==> config.mk <==
export PLATFORM = sky130hd
export DESIGN_NAME = length_prefixed_frame_deframer
export DESIGN_NICKNAME = d
export VERILOG_FILES = /design/src/rtl/dfr_pkg.sv /design/src/rtl/length_prefixed_frame_deframer.sv /design/src/rtl/dfr_front.sv /design/src/rtl/dfr_queue.sv /design/src/rtl/dfr_back.sv
export SDC_FILE = /design/constraint.sdc
export NUM_CORES = 1
export LEC_CHECK = 0
export ABC_CLOCK_PERIOD_IN_PS = 7500
export BUFFER_PORTS_ARGS = -buffer_cell sky130_fd_sc_hd__buf_2
export CAP_MARGIN = 20
export CORE_MARGIN = 2
export CORE_UTILIZATION = 40
export DETAILED_ROUTE_END_ITERATION = 8
export PLACE_DENSITY = 0.61
export SYNTH_ARGS = -nofsm -noshare
export SYNTH_HDL_FRONTEND = slang
export SYNTH_HIERARCHICAL = 1
export SYNTH_SLANG_ARGS = --single-unit
==> constraint.sdc <==
create_clock -name aclk -period 7.5 [get_ports aclk]
set_clock_uncertainty 0.15 [all_clocks]
set_input_delay 1.5 -clock aclk [delete_from_list [all_inputs] [get_ports aclk]]
set_output_delay 1.5 -clock aclk [all_outputs]
set_load 0.05 [all_outputs]
==> src/rtl/dfr_pkg.sv <==
// ----------------------------------------------------------------------------
// dfr_pkg
// Types, constants and the message classifier shared by the frame deframer.
// ----------------------------------------------------------------------------
package dfr_pkg;

    localparam int unsigned HDR_BYTES   = 8;
    localparam int unsigned HDR_CNT_W   = $clog2(HDR_BYTES);
    localparam int unsigned LIMIT_W     = 17;
    localparam logic [LIMIT_W-1:0] LIMIT_CAP   = 17'h10000;
    localparam logic [LIMIT_W-1:0] LIMIT_RESET = 17'd16384;

    // APB register map (byte address / 4)
    localparam int unsigned ADDR_W  = 3;
    localparam logic REG_MAX_FRAME  = 1'b0;

    // Message ids
    localparam logic [31:0] ID_LOGIN  = 32'd104;
    localparam logic [31:0] ID_MOVE   = 32'd202;
    localparam logic [31:0] ID_ATTACK = 32'd206;
    localparam logic [31:0] ID_CHAT   = 32'd302;
    localparam logic [31:0] ID_ERROR  = 32'd500;

    // Message kind codes
    localparam logic [2:0] KIND_LOGIN   = 3'd0;
    localparam logic [2:0] KIND_MOVE    = 3'd1;
    localparam logic [2:0] KIND_IGNORED = 3'd2;
    localparam logic [2:0] KIND_ERROR   = 3'd3;
    localparam logic [2:0] KIND_OTHER   = 3'd4;

    typedef struct packed {
        logic        closed;
        logic [2:0]  message_kind;
        logic        frame_last;
        logic        byte_valid;
        logic [7:0]  payload_data;
        logic [15:0] payload_length;
        logic [31:0] message_id;
    } dfr_rec_t;

    typedef struct packed {
        logic closed;
        logic in_payload;
    } dfr_status_t;

    function automatic logic [2:0] kind_of(input logic [31:0] id);
        logic [2:0] k;
        case (id)
            ID_LOGIN:          k = KIND_LOGIN;
            ID_MOVE:           k = KIND_MOVE;
            ID_ATTACK, ID_CHAT: k = KIND_IGNORED;
            ID_ERROR:          k = KIND_ERROR;
            default:           k = KIND_OTHER;
        endcase
        return k;
    endfunction

endpackage

==> src/rtl/length_prefixed_frame_deframer.sv <==
// ----------------------------------------------------------------------------
// length_prefixed_frame_deframer
// Splits a byte stream into id/length prefixed frames and tags payload beats.
// ----------------------------------------------------------------------------
// Throughput: one input beat per cycle, sustained, while the result side keeps up.
// A result for an input beat is written into the result queue, then loaded into
//   the output register that drives m_; a full output register can hold it back.
// s_tready drops only while the QUEUE_DEPTH-entry result queue is full.
// Reset (aresetn low, synchronous): parser back to header, stream reopened,
//   queue and output emptied, max_frame_bytes back to 16384.
module length_prefixed_frame_deframer #(
    parameter int unsigned QUEUE_DEPTH = 4
) (
    input  logic                        aclk,
    input  logic                        aresetn,
    // APB configuration port
    input  logic                        psel,
    input  logic                        penable,
    input  logic                        pwrite,
    input  logic [dfr_pkg::ADDR_W-1:0]  paddr,
    input  logic [31:0]                 pwdata,
    output logic [31:0]                 prdata,
    output logic                        pready,
    // input byte stream
    input  logic                        s_tvalid,
    output logic                        s_tready,
    input  logic [7:0]                  s_tdata,   // [7:0] data_byte
    // result stream
    output logic                        m_tvalid,
    input  logic                        m_tready,
    output logic [55:0]                 m_tdata,   // [31:0] message_id,
                                                   // [47:32] payload_length,
                                                   // [55:48] payload_data
    output logic [4:0]                  m_tuser,   // [0] byte_valid,
                                                   // [3:1] message_kind, [4] closed
    output logic                        m_tlast    // frame_last
);
    import dfr_pkg::*;

    logic [LIMIT_W-1:0] max_frame_reg;
    logic               cfg_wr;

    logic               push;
    logic               pop;
    logic               q_full;
    logic               q_empty;
    dfr_rec_t           push_rec;
    dfr_rec_t           q_rec;
    dfr_rec_t           m_rec;
    dfr_status_t        status;

    // ---- configuration register ----
    // Written on the access phase; the limit is sampled at each header end.
    assign pready = 1'b1;
    assign cfg_wr = psel && penable && pwrite && pready && (paddr[2] == REG_MAX_FRAME);

    always_ff @(posedge aclk) begin
        if (!aresetn) begin
            max_frame_reg <= LIMIT_RESET;
        end else if (cfg_wr) begin
            max_frame_reg <= pwdata[LIMIT_W-1:0];
        end
    end

    assign prdata = (paddr[2] == REG_MAX_FRAME) ? {{(32 - LIMIT_W){1'b0}}, max_frame_reg}
                                                : 32'd0;

    // ---- front: header parse and record build ----
    // Bytes arriving after a close are still taken (and dropped) while the queue
    // has room, so a dead stream adds no stall of its own to the upstream.
    dfr_front u_front (
        .aclk            (aclk),
        .aresetn         (aresetn),
        .max_frame_bytes (max_frame_reg),
        .s_tvalid        (s_tvalid),
        .s_tready        (s_tready),
        .s_tdata         (s_tdata),
        .q_full          (q_full),
        .push            (push),
        .rec             (push_rec),
        .status          (status)
    );

    // ---- decoupling queue ----
    dfr_queue #(
        .DEPTH (QUEUE_DEPTH)
    ) u_queue (
        .aclk    (aclk),
        .aresetn (aresetn),
        .push    (push),
        .wr_rec  (push_rec),
        .pop     (pop),
        .rd_rec  (q_rec),
        .full    (q_full),
        .empty   (q_empty)
    );

    // ---- back: output register ----
    dfr_back u_back (
        .aclk     (aclk),
        .aresetn  (aresetn),
        .q_empty  (q_empty),
        .q_rec    (q_rec),
        .pop      (pop),
        .m_tvalid (m_tvalid),
        .m_tready (m_tready),
        .m_rec    (m_rec)
    );

    // pack result beat
    assign m_tdata = {m_rec.payload_data, m_rec.payload_length, m_rec.message_id};
    assign m_tuser = {m_rec.closed, m_rec.message_kind, m_rec.byte_valid};
    assign m_tlast = m_rec.frame_last;

    // ---- assertions ----
    // a record is never written into a full queue
    a_no_overflow: assert property (@(posedge aclk) disable iff (!aresetn)
        push |-> !q_full)
        else $error("result pushed into full queue");

    // once closed, the stream stays closed until reset
    a_closed_sticky: assert property (@(posedge aclk) disable iff (!aresetn)
        status.closed |=> status.closed)
        else $error("stream reopened without reset");

    // a result raised at header end is either an empty frame or the close
    a_header_result: assert property (@(posedge aclk) disable iff (!aresetn)
        push && !status.in_payload |-> push_rec.frame_last || push_rec.closed)
        else $error("stray result at header end");

    // an error notification always closes the stream
    a_error_closes: assert property (@(posedge aclk) disable iff (!aresetn)
        push && push_rec.frame_last && (push_rec.message_kind == KIND_ERROR)
            |-> push_rec.closed ##1 status.closed)
        else $error("error notification did not close the stream");

endmodule

==> src/rtl/dfr_front.sv <==
// ----------------------------------------------------------------------------
// dfr_front
// Header parser: takes stream bytes, tracks frame state, builds result records.
// ----------------------------------------------------------------------------
module dfr_front (
    input  logic                          aclk,
    input  logic                          aresetn,
    input  logic [dfr_pkg::LIMIT_W-1:0]   max_frame_bytes,
    input  logic                          s_tvalid,
    output logic                          s_tready,
    input  logic [7:0]                    s_tdata,
    input  logic                          q_full,
    output logic                          push,
    output dfr_pkg::dfr_rec_t             rec,
    output dfr_pkg::dfr_status_t          status
);
    import dfr_pkg::*;

    logic [63:0]          hdr_reg, hdr_next;
    logic [HDR_CNT_W-1:0] cnt_reg, cnt_next;
    logic                 in_payload_reg, in_payload_next;
    logic                 closed_reg, closed_next;
    logic [15:0]          left_reg, left_next;
    logic [31:0]          id_reg, id_next;
    logic [15:0]          len_reg, len_next;
    logic [2:0]           kind_reg, kind_next;

    logic                 accept;
    logic [63:0]          hdr_shift;
    logic [31:0]          hdr_id;
    logic [31:0]          hdr_len;
    logic [LIMIT_W-1:0]   limit;
    logic [32:0]          frame_total;
    logic                 oversize;
    logic [2:0]           hdr_kind;
    logic [15:0]          left_dec;

    assign s_tready = !q_full;
    assign accept   = s_tvalid && !q_full;

    assign hdr_shift   = {s_tdata, hdr_reg[63:8]};
    assign hdr_id      = hdr_shift[31:0];
    assign hdr_len     = hdr_shift[63:32];
    assign limit       = (max_frame_bytes > LIMIT_CAP) ? LIMIT_CAP : max_frame_bytes;
    assign frame_total = {1'b0, hdr_len} + 33'(HDR_BYTES);
    assign oversize    = frame_total > {16'b0, limit};
    assign hdr_kind    = kind_of(hdr_id);
    assign left_dec    = left_reg - 16'd1;

    always_comb begin
        hdr_next        = hdr_reg;
        cnt_next        = cnt_reg;
        in_payload_next = in_payload_reg;
        closed_next     = closed_reg;
        left_next       = left_reg;
        id_next         = id_reg;
        len_next        = len_reg;
        kind_next       = kind_reg;
        push            = 1'b0;
        rec             = '0;
        if (accept && !closed_reg) begin
            if (!in_payload_reg) begin
                hdr_next = hdr_shift;
                cnt_next = cnt_reg + 1'b1;
                if (cnt_reg == HDR_CNT_W'(HDR_BYTES - 1)) begin
                    id_next            = hdr_id;
                    kind_next          = hdr_kind;
                    push               = 1'b1;
                    rec.message_id     = hdr_id;
                    if (oversize) begin
                        len_next    = '0;
                        rec.closed  = 1'b1;
                        closed_next = 1'b1;
                    end else begin
                        len_next = hdr_len[15:0];
                        if (hdr_len[15:0] == 16'd0) begin
                            rec.frame_last   = 1'b1;
                            rec.message_kind = hdr_kind;
                            rec.closed       = (hdr_kind == KIND_ERROR);
                            closed_next      = (hdr_kind == KIND_ERROR);
                        end else begin
                            push            = 1'b0;
                            in_payload_next = 1'b1;
                            left_next       = hdr_len[15:0];
                        end
                    end
                end
            end else begin
                left_next          = left_dec;
                push               = 1'b1;
                rec.message_id     = id_reg;
                rec.payload_length = len_reg;
                rec.payload_data   = s_tdata;
                rec.byte_valid     = 1'b1;
                if (left_dec == 16'd0) begin
                    rec.frame_last   = 1'b1;
                    rec.message_kind = kind_reg;
                    rec.closed       = (kind_reg == KIND_ERROR);
                    closed_next      = (kind_reg == KIND_ERROR);
                    in_payload_next  = 1'b0;
                end
            end
        end
    end

    always_ff @(posedge aclk) begin
        if (!aresetn) begin
            cnt_reg        <= '0;
            in_payload_reg <= 1'b0;
            closed_reg     <= 1'b0;
            left_reg       <= '0;
        end else begin
            cnt_reg        <= cnt_next;
            in_payload_reg <= in_payload_next;
            closed_reg     <= closed_next;
            left_reg       <= left_next;
        end
    end

    always_ff @(posedge aclk) begin
        hdr_reg  <= hdr_next;
        id_reg   <= id_next;
        len_reg  <= len_next;
        kind_reg <= kind_next;
    end

    assign status.closed     = closed_reg;
    assign status.in_payload = in_payload_reg;

endmodule

==> src/rtl/dfr_queue.sv <==
// ----------------------------------------------------------------------------
// dfr_queue
// Small register FIFO of result records between parser and output stage.
// ----------------------------------------------------------------------------
module dfr_queue #(
    parameter int unsigned DEPTH = 4
) (
    input  logic              aclk,
    input  logic              aresetn,
    input  logic              push,
    input  dfr_pkg::dfr_rec_t wr_rec,
    input  logic              pop,
    output dfr_pkg::dfr_rec_t rd_rec,
    output logic              full,
    output logic              empty
);
    import dfr_pkg::*;

    localparam int unsigned PTR_W = (DEPTH > 1) ? $clog2(DEPTH) : 1;
    localparam int unsigned CNT_W = $clog2(DEPTH + 1);

    dfr_rec_t          mem_reg [DEPTH];
    logic [PTR_W-1:0]  wr_ptr_reg, wr_ptr_next;
    logic [PTR_W-1:0]  rd_ptr_reg, rd_ptr_next;
    logic [CNT_W-1:0]  count_reg, count_next;
    logic              do_push, do_pop;

    assign full    = (count_reg == CNT_W'(DEPTH));
    assign empty   = (count_reg == '0);
    assign do_push = push && !full;
    assign do_pop  = pop && !empty;
    assign rd_rec  = mem_reg[rd_ptr_reg];

    always_comb begin
        wr_ptr_next = wr_ptr_reg;
        rd_ptr_next = rd_ptr_reg;
        count_next  = count_reg;
        if (do_push) begin
            wr_ptr_next = (wr_ptr_reg == PTR_W'(DEPTH - 1)) ? '0 : wr_ptr_reg + 1'b1;
        end
        if (do_pop) begin
            rd_ptr_next = (rd_ptr_reg == PTR_W'(DEPTH - 1)) ? '0 : rd_ptr_reg + 1'b1;
        end
        if (do_push && !do_pop) begin
            count_next = count_reg + 1'b1;
        end else if (do_pop && !do_push) begin
            count_next = count_reg - 1'b1;
        end
    end

    always_ff @(posedge aclk) begin
        if (!aresetn) begin
            wr_ptr_reg <= '0;
            rd_ptr_reg <= '0;
            count_reg  <= '0;
        end else begin
            wr_ptr_reg <= wr_ptr_next;
            rd_ptr_reg <= rd_ptr_next;
            count_reg  <= count_next;
        end
    end

    always_ff @(posedge aclk) begin
        if (do_push) begin
            mem_reg[wr_ptr_reg] <= wr_rec;
        end
    end

endmodule

==> src/rtl/dfr_back.sv <==
// ----------------------------------------------------------------------------
// dfr_back
// Output register stage: drains the queue onto the result channel.
// ----------------------------------------------------------------------------
module dfr_back (
    input  logic              aclk,
    input  logic              aresetn,
    input  logic              q_empty,
    input  dfr_pkg::dfr_rec_t q_rec,
    output logic              pop,
    output logic              m_tvalid,
    input  logic              m_tready,
    output dfr_pkg::dfr_rec_t m_rec
);
    import dfr_pkg::*;

    logic     valid_reg, valid_next;
    dfr_rec_t rec_reg;

    // refill whenever the output slot is empty or being taken
    assign pop = !q_empty && (!valid_reg || m_tready);

    always_comb begin
        valid_next = valid_reg;
        if (pop) begin
            valid_next = 1'b1;
        end else if (m_tready) begin
            valid_next = 1'b0;
        end
    end

    always_ff @(posedge aclk) begin
        if (!aresetn) begin
            valid_reg <= 1'b0;
        end else begin
            valid_reg <= valid_next;
        end
    end

    always_ff @(posedge aclk) begin
        if (pop) begin
            rec_reg <= q_rec;
        end
    end

    assign m_tvalid = valid_reg;
    assign m_rec    = rec_reg;

endmodule

==> results_dict.tcl <==
set metrics [dict create \
    status "finished with violations" \
    violations "DRC" \
    num_rows 79 \
    drc_errors 9 \
    fin_nets 1342 \
    syn_area_per_cell_um2 16.6 \
    p_int_mw 4.17 \
    hpwlAfterDp_um 23100 \
    dpl_worst_slack_ns 2.06 \
    place_area_mm2 0.0200 \
    cts_tree "yes" \
    clkSlewWorstSetupHoldPaths_ns 0.06 \
    power_frac_comb_pct 2.1 \
    cts_setup_buffers 0 \
    cts_root_buf "clkbuf_16" \
    n_fill_cell 4028 \
    vias 10100 \
    fin_tns_setup_ns 0 \
    hp-start "u_front/closed_reg" \
    ir_drop_v 0.000155 \
    critPathKind "register to register" \
    totalPowerFinal_mw 5.28 \
    fmax_ghz 0.181 \
    wl_met3_um 2060 \
    worst_slack_ns 1.99 \
    dieArea_mm2 0.0491 \
    drt-met1-wl_um 16900 \
    r2r-start "u_front/hdr_reg[44]" \
    rsz0062_at_grt "false" \
    slew_violations 0 \
    timing.final.hold_violations 0 \
    drive_above_1_share_pct 21.9 \
    gp_congestion 0.874 \
    postCtsResizedCells 0 \
    vias_per_cell 5.29 \
    pin_count 147 \
    leakagePower_nw 7.12 \
    critPathLaunch "u_front/hdr_reg[44]" \
    reg2reg_to "u_queue/mem_reg[1][27]" \
    ant_nets 0 \
    cap_violations 0 \
    antenna_found_initial 1 \
    dr.max_layer_used "met5" \
    crit_path_end "u_queue/mem_reg[1][27]" \
    final_area_mm2 0.0216 \
    setup_viol 0 \
    worst_slew_pin_slew_ns 1.05 \
    netlist_area_mm2 0.0189 \
    wl_per_cell_um 19.7 \
    io_buffers 113 \
    hp-class "register to register" \
    place_inst 1819 \
    gr-total-overflow 0 \
    start_util_pct 40.6 \
    numClockSinks 465 \
    numCtsBuffers 49 \
    htree_levels 2 \
    reg2reg_slack_ns 1.99 \
    crit_path_end_kind "register" \
    largest_reg_flops 248 \
    reg2reg_depth 15 \
    whs_ns 0.324 \
    swShare_pct 20.9 \
    grt_pass1_vias 10100 \
    synthToLayoutAreaGrowth_pct 13.8 \
    clock_latency_ns 0.59 \
    power_per_cell_area_mw_per_mm2 245 \
    cp_data_arrival_time_ns 5.56 \
    first_pass_iters 7 \
    ys_warn_count 6 \
    grt_max_degree 63 \
    wl_um 37600 \
    fp.dieH_um 222 \
    hold_buffers 0 \
    fin_util_pct 46.2 \
    critPathRequiredTime_ns 7.55 \
    grt.total_usage_pct 15.3 \
    switchingPower_mw 1.11 \
    drt_iter0_markers 609 \
    diodes 0 \
    layout_min_cycle_time_ns 5.51 \
    die_x_um 222 \
    stdcell_count 1910 \
    sequentialPowerShare_pct 53.9 \
    synthCells 1140 \
    cp_max_fo 62 \
    fp.coreArea_mm2 0.0467 \
    min_period_over_period_pct 73.5 \
    maxSlewHeadroom_pct 29.7 \
    clk_path_buf_depth 3 \
    wl_met2_um 17700 \
    critPathLaunchType "register" \
    power_frac_clock_pct 44.0 \
    grt_pass1_wl_um 58700 \
]
==> critical path, stage by stage, from the launching register on <==
cell and delay, ns:
edfxtp_1 0.64, ha_1 0.30, nand3_1 0.20, nor2_1 0.39, xor2_1 0.13, ha_1 0.30, and4_1 0.21, nand4_1 0.15
a31o_2 0.24, a31oi_1 0.23, or4b_4 0.22, nor2_1 0.07, a31oi_1 0.35, nor2b_1 0.48, and2_2 0.23, buf_4 0.69
==> layer usage <==
layer	vias to the layer above	track usage [%]
met5	-	0
met4	2	4.66
met3	59	3.13
met2	260	24.7
met1	5052	21.0
li1	4729	-
==> cell type report <==
class | instances | area, um^2 | share of cell area (%)
Multi-Input combinational cell | 595 | 4950 | 23.0
Tap cell | 607 | 759 | 3.52
Clock buffer | 63 | 1320 | 6.12
Sequential cell | 465 | 13500 | 62.6
Timing Repair Buffer | 129 | 711 | 3.30
Inverter | 23 | 86.3 | 0.401
Clock inverter | 28 | 235 | 1.09
==> worst min-delay path by stage <==
stage | end | slack [ns] | cells past startpoint
final | u_front/closed_reg | 0.32 | 1
after global routing | u_front/closed_reg | 0.35 | 1
after CTS | u_front/closed_reg | 0.32 | 1
after global placement | u_front/closed_reg | 0.30 | 1
after detailed placement | u_front/closed_reg | 0.31 | 1
after floorplan | u_front/hdr_reg[37] | 0.27 | 0
==> cell usage in the layout, fill, tap and decap left out, types with 26 or more instances in the layout <==
cell / n
ha_1: 28
nand2_1: 84
clkbuf_16: 50
a22o_1: 33
mux4_2: 60
dfxtp_1: 46
and3_1: 31
nor2_1: 30
nand3_1: 26
buf_2: 113
edfxtp_1: 417
==> power groups by stage <==
stage / Sequential, mW / Clock, mW / Combinational (mW)
after floorplan: 2.88 / 0 / 0.0902
after global placement: 2.90 / 0 / 0.109
after detailed placement: 2.90 / 0 / 0.110
after CTS: 2.85 / 2.38 / 0.111
after global routing: 2.85 / 2.49 / 0.122
final: 2.85 / 2.32 / 0.111
Note: power is estimated with default switching activity, not from simulation.
